### config.mk
export PLATFORM = sky130hd
export DESIGN_NAME = aged_key_cache_replacement_unit
export DESIGN_NICKNAME = d
export VERILOG_FILES = /design/src/hw/rtl/akc_pkg.sv /design/src/hw/rtl/aged_key_cache_replacement_unit.sv
export SDC_FILE = /design/constraint.sdc
export NUM_CORES = 1
export LEC_CHECK = 0
export ABC_AREA = 1
export BUFFER_PORTS_ARGS = -buffer_cell sky130_fd_sc_hd__buf_4
export CAP_MARGIN = 0
export CORE_AREA = 2 2 286 288
export DETAILED_ROUTE_END_ITERATION = 16
export DIE_AREA = 0 0 288 290
export SLEW_MARGIN = 20
export SYNTH_ARGS = -nofsm -noshare
export SYNTH_HDL_FRONTEND = slang
export SYNTH_SLANG_ARGS = --single-unit
### constraint.sdc
create_clock -name i_clk -period 15.7 [get_ports i_clk]
set_input_delay 3.14 -clock i_clk [delete_from_list [all_inputs] [get_ports i_clk]]
set_output_delay 3.14 -clock i_clk [all_outputs]
set_load 0.05 [all_outputs]
### src/hw/rtl/akc_pkg.sv
// Package: types and constants for the aged key cache replacement unit.
`default_nettype none
package akc_pkg;

    localparam int ENTRIES_DEF = 8;
    localparam int LIM_W       = 10;
    localparam int AGE_W       = 11;
    localparam int KEY_W       = 32;
    localparam int SIZE_W      = 31;

    localparam logic [LIM_W-1:0] AGE_LIMIT_RST = 10'd1000;
    localparam logic [AGE_W-1:0] AGE_MAX       = 11'd2047;

    typedef enum logic [1:0] {
        FN_LOOKUP = 2'd0,
        FN_INSERT = 2'd1,
        FN_FREE   = 2'd2,
        FN_CLEAR  = 2'd3
    } t_func;

    typedef struct packed {
        logic [1:0]              func;
        logic signed [KEY_W-1:0] key;
        logic [SIZE_W-1:0]       item_size;
        logic [2:0]              slot;
    } t_req;

    typedef struct packed {
        logic                    hit;
        logic [2:0]              entry_index;
        logic [SIZE_W-1:0]       stored_size;
        logic                    evicted;
        logic signed [KEY_W-1:0] evicted_key;
    } t_rsp;

    typedef struct packed {
        logic [KEY_W-1:0]  key;
        logic [SIZE_W-1:0] size;
        logic [AGE_W-1:0]  age;
    } t_ent;

endpackage
`default_nettype wire

### src/hw/rtl/aged_key_cache_replacement_unit.sv
// Aged key cache replacement unit: small fully associative keyed table with age-based replacement.
//
// Input channel (i_in_valid / o_in_ready / i_in_word) takes one request word:
// lookup, insert, free slot or clear all. Output channel (o_out_valid /
// i_out_ready / o_out_word) returns exactly one response word per request.
// Lookup and insert walk the entry memory one entry per cycle through a
// single read port and a single compare/age unit, then enter the done
// state, which loads the response. Free slot and clear all go from accept
// straight to the done state. The next request is accepted once the response
// has been loaded into the output register, so a stalled receiver holds at
// most one response plus one request in progress; a request that finishes
// while the output register is still full waits until it drains.
// Age limit is written through i_cfg_wr_en / i_cfg_wr_data. The user must write it
// only while the unit is idle; the block itself does not enforce this.
// Reset (synchronous, active low) frees every entry and sets the age limit
// to 1000. Key, size and age storage is not cleared; per-entry valid flops
// gate every read, so the unit is ready in the first cycle after reset.
`default_nettype none
module aged_key_cache_replacement_unit #(
    parameter int ENTRIES = akc_pkg::ENTRIES_DEF
) (
    input  wire logic                        i_clk,
    input  wire logic                        i_rst_n,
    input  wire logic                        i_cfg_wr_en,
    input  wire logic [akc_pkg::LIM_W-1:0]   i_cfg_wr_data,
    input  wire logic                        i_in_valid,
    output logic                             o_in_ready,
    input  wire akc_pkg::t_req               i_in_word,
    output logic                             o_out_valid,
    input  wire logic                        i_out_ready,
    output akc_pkg::t_rsp                    o_out_word
);
    import akc_pkg::*;

    localparam int IDX_W = (ENTRIES > 1) ? $clog2(ENTRIES) : 1;
    localparam int CNT_W = $clog2(ENTRIES + 1);

    typedef enum logic [2:0] {
        S_IDLE = 3'b001,
        S_SCAN = 3'b010,
        S_DONE = 3'b100
    } t_state;

    t_state                r_state, n_state;
    logic [LIM_W-1:0]      r_limit;
    logic [ENTRIES-1:0]    r_valid, n_valid;
    t_req                  r_req, n_req;
    logic [CNT_W-1:0]      r_cnt, n_cnt;
    logic [IDX_W-1:0]      r_ev_idx, n_ev_idx;
    logic                  r_hit, n_hit;
    logic [IDX_W-1:0]      r_idx, n_idx;
    logic [SIZE_W-1:0]     r_size, n_size;
    logic                  r_have_free, n_have_free;
    logic [IDX_W-1:0]      r_free_idx, n_free_idx;
    logic [IDX_W-1:0]      r_old_idx, n_old_idx;
    logic [AGE_W-1:0]      r_best, n_best;
    logic [KEY_W-1:0]      r_best_key, n_best_key;
    logic                  r_out_valid, n_out_valid;
    t_rsp                  r_out, n_out;

    t_ent                  mem [ENTRIES];
    t_ent                  r_rd_data;
    logic [IDX_W-1:0]      rd_addr;
    logic                  mem_we;
    logic [IDX_W-1:0]      mem_waddr;
    t_ent                  mem_wdata;

    logic                  in_acc;
    logic                  ev_v;
    logic [AGE_W-1:0]      ev_age;
    logic [IDX_W-1:0]      chosen;

    assign in_acc      = i_in_valid && o_in_ready;
    assign o_in_ready  = (r_state == S_IDLE);
    assign o_out_valid = r_out_valid;
    assign o_out_word  = r_out;
    assign chosen      = r_have_free ? r_free_idx : r_old_idx;

    always_comb begin
        n_state     = r_state;
        n_valid     = r_valid;
        n_req       = r_req;
        n_cnt       = r_cnt;
        n_ev_idx    = r_ev_idx;
        n_hit       = r_hit;
        n_idx       = r_idx;
        n_size      = r_size;
        n_have_free = r_have_free;
        n_free_idx  = r_free_idx;
        n_old_idx   = r_old_idx;
        n_best      = r_best;
        n_best_key  = r_best_key;
        n_out_valid = r_out_valid;
        n_out       = r_out;
        rd_addr     = '0;
        mem_we      = 1'b0;
        mem_waddr   = r_ev_idx;
        mem_wdata   = r_rd_data;
        ev_v        = 1'b0;
        ev_age      = '0;

        if (r_out_valid && i_out_ready) begin
            n_out_valid = 1'b0;
        end

        unique case (r_state)
            S_IDLE: begin
                if (in_acc) begin
                    n_req       = i_in_word;
                    n_cnt       = '0;
                    n_hit       = 1'b0;
                    n_idx       = '0;
                    n_size      = '0;
                    n_have_free = 1'b0;
                    n_free_idx  = '0;
                    n_old_idx   = '0;
                    n_best      = '0;
                    n_best_key  = '0;
                    unique case (t_func'(i_in_word.func))
                        FN_LOOKUP, FN_INSERT: begin
                            n_state = S_SCAN;
                        end
                        FN_FREE: begin
                            if (32'(i_in_word.slot) < 32'(ENTRIES)) begin
                                n_valid[IDX_W'(i_in_word.slot)] = 1'b0;
                            end
                            n_state = S_DONE;
                        end
                        FN_CLEAR: begin
                            n_valid = '0;
                            n_state = S_DONE;
                        end
                        default: begin
                            n_state = S_DONE;
                        end
                    endcase
                end
            end
            S_SCAN: begin
                if (r_cnt < CNT_W'(ENTRIES)) begin
                    rd_addr = r_cnt[IDX_W-1:0];
                end
                n_ev_idx = rd_addr;
                if (r_cnt != '0) begin
                    ev_v = r_valid[r_ev_idx];
                    if (t_func'(r_req.func) == FN_LOOKUP) begin
                        if (ev_v && (r_rd_data.key == r_req.key) && !r_hit) begin
                            n_hit  = 1'b1;
                            n_idx  = r_ev_idx;
                            n_size = r_rd_data.size;
                        end
                    end else begin
                        // age guard: stale entries are freed, not evicted
                        if (ev_v && (r_rd_data.age > {1'b0, r_limit})) begin
                            n_valid[r_ev_idx] = 1'b0;
                            ev_v = 1'b0;
                        end
                        if (!ev_v) begin
                            if (!r_have_free) begin
                                n_have_free = 1'b1;
                                n_free_idx  = r_ev_idx;
                            end
                        end else begin
                            ev_age = (r_rd_data.age == AGE_MAX) ? AGE_MAX
                                                                : r_rd_data.age + 1'b1;
                            mem_we        = 1'b1;
                            mem_wdata.age = ev_age;
                            if (ev_age > r_best) begin
                                n_best     = ev_age;
                                n_old_idx  = r_ev_idx;
                                n_best_key = r_rd_data.key;
                            end
                        end
                    end
                end
                if (r_cnt == CNT_W'(ENTRIES)) begin
                    n_state = S_DONE;
                end else begin
                    n_cnt = r_cnt + 1'b1;
                end
            end
            S_DONE: begin
                if (t_func'(r_req.func) == FN_INSERT) begin
                    mem_we          = 1'b1;
                    mem_waddr       = chosen;
                    mem_wdata.key   = r_req.key;
                    mem_wdata.size  = r_req.item_size;
                    mem_wdata.age   = '0;
                    n_valid[chosen] = 1'b1;
                end
                if (!r_out_valid || i_out_ready) begin
                    n_out_valid       = 1'b1;
                    n_out.hit         = r_hit;
                    n_out.entry_index = 3'(r_idx);
                    n_out.stored_size = r_size;
                    n_out.evicted     = 1'b0;
                    n_out.evicted_key = '0;
                    if (t_func'(r_req.func) == FN_INSERT) begin
                        n_out.entry_index = 3'(chosen);
                        n_out.evicted     = !r_have_free;
                        n_out.evicted_key = r_have_free ? '0 : r_best_key;
                    end
                    n_state = S_IDLE;
                end
            end
            default: begin
                n_state = S_IDLE;
            end
        endcase
    end

    always_ff @(posedge i_clk) begin
        if (mem_we) begin
            mem[mem_waddr] <= mem_wdata;
        end
        r_rd_data <= mem[rd_addr];
    end

    always_ff @(posedge i_clk) begin
        if (!i_rst_n) begin
            r_state     <= S_IDLE;
            r_limit     <= AGE_LIMIT_RST;
            r_valid     <= '0;
            r_cnt       <= '0;
            r_out_valid <= 1'b0;
        end else begin
            r_state     <= n_state;
            r_valid     <= n_valid;
            r_cnt       <= n_cnt;
            r_out_valid <= n_out_valid;
            if (i_cfg_wr_en) begin
                r_limit <= i_cfg_wr_data;
            end
        end
    end

    always_ff @(posedge i_clk) begin
        r_req       <= n_req;
        r_ev_idx    <= n_ev_idx;
        r_hit       <= n_hit;
        r_idx       <= n_idx;
        r_size      <= n_size;
        r_have_free <= n_have_free;
        r_free_idx  <= n_free_idx;
        r_old_idx   <= n_old_idx;
        r_best      <= n_best;
        r_best_key  <= n_best_key;
        r_out       <= n_out;
    end

    a_busy_after_accept: assert property (@(posedge i_clk) disable iff (!i_rst_n)
        in_acc |=> !o_in_ready)
        else $error("request accepted while previous one in progress");

    a_hit_not_evict: assert property (@(posedge i_clk) disable iff (!i_rst_n)
        o_out_valid |-> !(o_out_word.hit && o_out_word.evicted))
        else $error("response flags both hit and eviction");

    a_miss_size_zero: assert property (@(posedge i_clk) disable iff (!i_rst_n)
        (o_out_valid && !o_out_word.hit) |-> (o_out_word.stored_size == '0))
        else $error("size reported without a hit");

    a_cnt_range: assert property (@(posedge i_clk) disable iff (!i_rst_n)
        r_cnt <= CNT_W'(ENTRIES))
        else $error("scan counter out of range");

endmodule
`default_nettype wire
==> results.ini, run 1 <==
[status]
status = complete, no violations

[synthesis]
ys_seq_elements = 913
syn-num-nets = 2960
netlist.area_leader.share_pct = 68.0
synth_warnings = 0
syn_inst = 2853
synth_cell_type_count = 32
postSynthAreaPerCell_um2 = 12.6
synth_area_leaders = edfxtp_1 (68%), dfxtp_1 (5.6%), nand2_1 (5.3%), o211ai_1 (3.1%), nand3_1 (2.9%)
yosysTopAreaCell = edfxtp_1
seq_area_frac_synth_pct = 73.5
syn_area_um2 = 35900

[drt]
vias_per_cell = 5.39
vias = 22214
drc = 0
drt_wl_total_um = 83600
avgRoutedWirePerCell_um = 20.3
first_pass_iters = 7
drtIter0Drc = 1704
antenna_left = 0

[global_route]
antenna_found_initial = 1
groute.usage.overall_pct = 19.9
grt_max_degree = 187
gr-total-overflow = 0
grt_pass1_wl_um = 129000
grt_pass1_vias = 22383

[floorplan]
die-area_um2 = 83500
coreArea_um2 = 80200
die_w_um = 288
start_util_pct = 44.8
ioPinCount = 153
die_y_um = 290
rows = 104

[worst_setup_path]
worstPathArrival_ns = 5.50
cpMostUsedCell = inv_1
end_kind = flop
slowest_stage = buf_4
path_cells = inv_1 > nor3_1 > buf_4 > inv_1 > nor2_4 > buf_4 > inv_1 > nand2_1 > o21ai_0 > inv_1 > nand2_1 > nor2_4 > buf_4
max_stage_delay_ns = 0.92
crit_type = reg2reg
startpoint_type = flop
critPathMaxFanout = 100
worstPathRequired_ns = 15.97

[flow_run]
cap_violations = 0

[power_and_ir_drop]
peakVddDrop_v = 0.000146
cellLeakagePower_nw = 14.6
power_density_nw_per_um2 = 150

[sta]
relSlewSlack_pct = 27.5
tightest_slew_ns = 1.09
fmax_ghz = 0.191
rsz0062_at_grt = false
setup_tns_ns = 0
finalSetupViolations = 0
final.min_clock_period_ns = 5.23
drv_slew = 0
timing.final.crit_share_pct = 33.3
hold_viol = 0
fin_worst_skew_ns = 0.0246

[place]
gp_congestion = 0.871
dp_hpwl_um = 47100
placed_area_um2 = 38200
io_buffers = 152

[cells_and_area]
diodes = 0
nFillCells = 6814
drive_gt1_share_pct = 16.6
fin_area_um2 = 41500
final_nets = 3090
area_growth_pct = 15.5

[clocking]
post_cts_buffers = 0
htreeDepth = 3
cts_hold_buf = 0
clockBufferDepth = 3
numCtsBuffers = 94
cts-resized-gates = 0
clkTransAtPathRegs_ns = 0.06
clock_latency_ns = 0.66
root_buffer = clkbuf_16
cts_sinks = 913
cts_tree = yes

[hold_path]
hp-class = reg2reg

==> through the flow <==
step                util, %  hold slack (ns)  worst slack, ns  std cells  total power, mW
finish                 51.7            0.414            10.47       4125             6.23
global route           51.7            0.419             9.87       4125             6.47
CTS                    51.6            0.418            10.34       4122             6.28
detailed placement     47.6            0.405            10.37       3944             3.98
global placement       47.6            0.409            10.43       3943             3.95
floorplan                 -            0.400             9.18       2853             3.64
==> cell usage after synthesis, drive strengths merged <==
library cell	n
o311ai	4
buf	50
edfxtp	813
xor2	16
nand3	207
o211ai	149
clkinv	1
dfxtp	100
o2111ai	1
or2	151
clkbuf	102
nor2	158
o21a	1
nor3	13
a21oi	116
nor4	1
inv	203
a31oi	78
o21ai	111
xnor2	9
nand2	513
o21bai	1
nand3b	1
nand4	22
a211oi	3
o22ai	5
ha	24
==> routing by layer <==
| layer | global-route usage, % | vias to the layer above | part of all wire (%) |
|---|---|---|---|
| li1 | - | 10434 | - |
| met5 | 0 | - | 0 |
| met2 | 33.0 | 714 | 49 |
| met1 | 27.3 | 10944 | 43 |
| met3 | 2.96 | 122 | 6.0 |
| met4 | 5.96 | 0 | 1.9 |
==> worst max-delay path, delay by kind of cell, from the launching register on <==
| kind | cells | cell delay (ns) |
|---|---|---|
| compound gates | 1 | 0.14 |
| buf+inv | 7 | 2.42 |
| flops | 1 | 0.37 |
| simple gates | 5 | 1.81 |
==> cell usage in the layout (no fill, tap or decap), drive strengths merged, types with 22 or more instances in the layout <==
cell	count
o211ai	149
clkinv	26
nand4	22
o21ai	111
dfxtp	100
nand3	207
buf	186
nand2	513
edfxtp	813
ha	24
a31oi	78
nor2	158
or2	151
clkbuf	136
inv	206
a21oi	116
==> sequential cells by signal, summed over array words and instances (netlist names) <==
register / flops
mem: 592
r_limit: 10
r_idx: 3
r_old_idx: 3
r_size: 31
r_best_key: 32
r_have_free: 1
r_valid: 8
r_ev_idx: 3
o_out_word: 68
r_best: 11
r_rd_data: 74
r_req: 65
r_hit: 1
r_state: 3
o_out_valid: 1
r_cnt: 4
r_free_idx: 3
==> final cells by class <==
class	instances	area, µm²	area share, %
Clock buffer	136	2690	6.49
Clock inverter	42	546	1.32
Inverter	204	774	1.87
Multi-Input combinational cell	1584	8250	19.9
Sequential cell	913	26400	63.7
Tap cell	1060	1330	3.20
Timing Repair Buffer	186	1470	3.55
==> final timing paths <==
path              start              to  slack, ns  cells past startpoint
min reg2reg   r_size[4]  o_out_word[37]       0.41                      0
min           r_size[4]  o_out_word[37]       0.41                      0
max reg2reg  r_state[2]       mem[6][3]      10.47                     13
max          r_state[2]       mem[6][3]      10.47                     13
==> logic make-up after synthesis <==
family	Yosys count	synth area share, %
AO/OA/AOI/OAI	469	7.95
XOR/XNOR	25	0.610
adder cells (fa/ha/maj)	24	0.836
buffers and inverters	356	3.86
flip-flops	913	73.5
AND/OR/NAND/NOR	1066	13.2
==> power breakdown <==
part | switching (mW) | internal, mW
Sequential | 0.0953 | 2.99
Clock | 0.919 | 1.38
Combinational | 0.646 | 0.195
Total | 1.66 | 4.57
Note: power is estimated with default switching activity, not from simulation.
==> run 2, diff against run 1 <==
--- a/config.mk
+++ b/config.mk
@@ -5,12 +5,12 @@
 export SDC_FILE = /design/constraint.sdc
 export NUM_CORES = 1
 export LEC_CHECK = 0
-export ABC_AREA = 1
+export ABC_AREA = 0
 export BUFFER_PORTS_ARGS = -buffer_cell sky130_fd_sc_hd__buf_4
 export CAP_MARGIN = 0
-export CORE_AREA = 2 2 286 288
+export CORE_AREA = 2 2 285 287
 export DETAILED_ROUTE_END_ITERATION = 16
-export DIE_AREA = 0 0 288 290
+export DIE_AREA = 0 0 287 289
 export SLEW_MARGIN = 20
 export SYNTH_ARGS = -nofsm -noshare
 export SYNTH_HDL_FRONTEND = slang
==> constraint.sdc (replaced) <==
create_clock -name i_clk -period 4.9 [get_ports i_clk]
set_input_delay 0.98 -clock i_clk [delete_from_list [all_inputs] [get_ports i_clk]]
set_output_delay 0.98 -clock i_clk [all_outputs]
set_load 0.05 [all_outputs]
==> run 2 against run 1 <==
Effect of this change: non-clock buffer count grew 20; power rose to 2.6 times the previous value; core utilization down 0.087 points; largest power group unchanged; worst hold slack improved by 0.0035 ns; register-to-register slack got worse by 9.7 ns; sequential power grew to 2.8 times the previous value; wire length increased by 4.2%.
==> results.ini, run 2 <==
[sta]
final.min_clock_period_ns = 4.15  ; -1.09 ns
tightest_slew_ns = 1.10  ; +0.00928 ns
fin_worst_skew_ns = 0.0209  ; -0.00370 ns
finalSetupViolations = 0  ; unchanged
layout_setup_ws_ns = 0.754  ; -9.71 ns
drv_slew = 0  ; unchanged
setup_tns_ns = 0  ; unchanged
rsz0062_at_grt = false
fmax_ghz = 0.241  ; +26%
hold_viol = 0  ; unchanged
timing.final.crit_share_pct = 84.6  ; +51 points
hold_ws_ns = 0.418  ; +0.00354 ns
relSlewSlack_pct = 24.8  ; -2.7 points

[place]
io_buffers = 152  ; unchanged
dp_hpwl_um = 49000  ; +4.2%
place_ws_ns = 0.765  ; -9.60 ns
gp_congestion = 0.809  ; -7.2%

[worst_setup_path]
critPathMaxFanout = 40  ; -60%
cp_top_family = simple AND/OR/NAND/NOR gates
worstPathRequired_ns = 5.18  ; -10.79 ns
crit_type = reg2reg
end_kind = flop
ff2ff_path_depth = 13  ; unchanged
path_cells = ha_1 > and4_1 > and2_1 > and4_1 > nor2_1 > inv_1 > ha_1 > nand4_1 > or2_2 > a211oi_1 > a2111oi_0 > o31ai_4 > buf_4
worstPathArrival_ns = 4.43  ; -1.07 ns
slowest_stage = buf_4
crit_buf_inv = 2  ; -5
max_stage_delay_ns = 0.61  ; -0.31 ns
startpoint_type = flop
r2r_start = r_rd_data[1]
r2r_setup_slack_ns = 0.75  ; -9.71 ns
reg2reg_to = r_best_key[14]

[floorplan]
die-area_um2 = 82900  ; -0.69%
die_y_um = 289  ; -0.34%
ioPinCount = 153  ; unchanged
rows = 104  ; unchanged
start_util_pct = 44.5  ; -0.27 points
die_w_um = 287  ; -0.35%
coreArea_um2 = 79900  ; -0.32%

[cells_and_area]
area_growth_pct = 16.0
mostFrequentLayoutCells = edfxtp_1 (813), nand2_1 (189), buf_4 (187)
largest_register_ffs = 592  ; unchanged
diodes = 0  ; unchanged
layout_commonest_cell = edfxtp_1
largest-register = mem
final_nets = 2577  ; -17%
drive_gt1_share_pct = 18.9  ; +2.3 points

[synthesis]
synth_flop_cell = edfxtp_1
syn_inst = 2312  ; -19%
syn_area_um2 = 35600  ; -0.93%
netlist.area_leader.share_pct = 68.6  ; +0.64 points
synth_edf_count = 813  ; unchanged
yosysTopAreaCell = edfxtp_1
synth_area_leaders = edfxtp_1 (69%), dfxtp_1 (5.6%), mux2i_1 (2.3%), a211oi_1 (2.2%), mux2_2 (2.1%)
async_flop_share_pct = 0  ; unchanged
synth_warnings = 0  ; unchanged
synth_most_common_cell = edfxtp_1
synth_cell_type_count = 63  ; +97%
synthTopCellsByCount = edfxtp_1 (813), nand2_1 (192), a211oi_1 (103), and2_1 (101), dfxtp_1 (100)
ys_seq_elements = 913  ; unchanged
syn-num-nets = 2419  ; -18%
postSynthAreaPerCell_um2 = 15.4  ; +22%
seq_area_frac_synth_pct = 74.2  ; +0.69 points

[hold_path]
holdPathStages = 0  ; unchanged
min-delay-start = r_size[19]
holdPathEnd = o_out_word[52]
hp-class = reg2reg

[global_route]
antenna_found_initial = 1  ; unchanged
groute.usage.overall_pct = 20.9  ; +0.93 points
gr-total-overflow = 0  ; unchanged
grt_max_degree = 77  ; -59%
grt_pass1_wl_um = 130000  ; +1.4%
grt_pass1_vias = 20800  ; -7.1%

[clocking]
clockBufferDepth = 3  ; unchanged
clkTransAtPathRegs_ns = 0.06  ; about the same
cts_hold_buf = 0  ; unchanged
numCtsBuffers = 96  ; +2.1%
cts_tree = yes
post_cts_buffers = 0  ; unchanged
clock_latency_ns = 0.65  ; about the same
root_buffer = clkbuf_16
cts_sinks = 913  ; unchanged
htreeDepth = 3  ; unchanged
cts-resized-gates = 0  ; unchanged

[drt]
antenna_left = 0  ; unchanged
vias_per_cell = 5.72  ; +6.1%
avgRoutedWirePerCell_um = 24.1  ; +19%
drt_wl_total_um = 87200  ; +4.2%
drtIter0Drc = 1507  ; -12%
vias = 20655  ; -7.0%
first_pass_iters = 5  ; -2
drc = 0  ; unchanged

[status]
status = complete, no violations

[power_and_ir_drop]
power_density_nw_per_um2 = 387  ; +160%
cellLeakagePower_nw = 14.8  ; +0.90%
peakVddDrop_v = 0.000277  ; +89%

[flow_run]
cap_violations = 0  ; unchanged

==> run 2: cell count changes in the layout (fill, tap and decap cells not counted), moves of 83 or more <==
cell      delta
and2_1     +101
nor2_1      -95
a21oi_1    -100
nand3_1    -179
a211oi_1    +92
o211ai_1   -138
inv_1      -153
or2_2      -150
nand2_1    -320
mux2i_1     +83
==> run 2: where the power goes <==
part           switching [mW]  internal, mW  total (mW)  leakage (nW)
sequential             0.0625          8.54        8.60          8.29
combinational           0.262         0.134       0.397          4.97
clock                    2.96          4.03        6.99          1.51
total                    3.28          12.7        16.0          14.8
==> run 2: layout make-up <==
class | count | area (µm²)
clock inverters | 55 | 445
multi-input cells | 1206 | 8520
fillers | 6599 | 38600
inverters | 47 | 180
flip-flops and latches | 913 | 26400
repair buffers | 206 | 1780
clock buffers | 127 | 2610
well taps | 1060 | 1330
==> run 2: cell families (layout without fill, tap and decap cells) <==
logic type / after synthesis / in the layout / synth area share, %
AND/OR/NAND/NOR: 528 / 528 / 7.48
XOR/XNOR: 38 / 38 / 0.935
multiplexers: 151 / 151 / 4.55
buffers and inverters: 193 / 435 / 2.32
adder cells (fa/ha/maj): 24 / 24 / 0.844
flip-flops: 913 / 913 / 74.2
AO/OA/AOI/OAI: 465 / 465 / 9.65
==> run 2: worst reg2reg max path, cell delays in order (launching register included) <==
cell	delay [ns]
dfxtp_1	0.42
ha_1	0.24
and4_1	0.27
and2_1	0.18
and4_1	0.46
nor2_1	0.17
inv_1	0.09
ha_1	0.14
nand4_1	0.08
or2_2	0.30
a211oi_1	0.19
a2111oi_0	0.14
o31ai_4	0.43
buf_4	0.61
==> run 2: worst max path at each step <==
| stage | start | to | slack [ns] | depth (start not counted) |
|---|---|---|---|---|
| finish | r_rd_data[1] | r_best_key[14] | 0.75 | 13 |
| detailed placement | r_rd_data[1] | r_best_key[11] | 0.77 | 13 |
| global route | r_rd_data[1] | r_best_key[19] | 0.40 | 13 |
| global placement | r_rd_data[1] | r_best_key[13] | 0.86 | 13 |
| floorplan | r_limit[8] | mem[0][0] | -0.45 | 7 |
| CTS | r_rd_data[1] | r_best_key[19] | 0.75 | 13 |
==> run 2: per-stage QoR <==
stage | area, µm² | utilization, % | total power [mW] | cells
finish | 41300 | 51.7 | 16.0 | 3614
global route | 41300 | 51.7 | 16.5 | 3614
CTS | 41300 | 51.6 | 16.1 | 3613
detailed placement | 38200 | 47.8 | 9.17 | 3431
global placement | 38200 | 47.8 | 9.16 | 3431
floorplan | 35600 | - | 8.95 | 2312
==> run 2: metal layers <==
layer  global-route usage [%]  up-vias  routed length [µm]
li1                         -     9274                   -
met3                     2.76      106                4440
met2                     34.5      589               42000
met1                     29.3    10686               39200
met5                        0        -                   0
met4                     5.49        0                1520
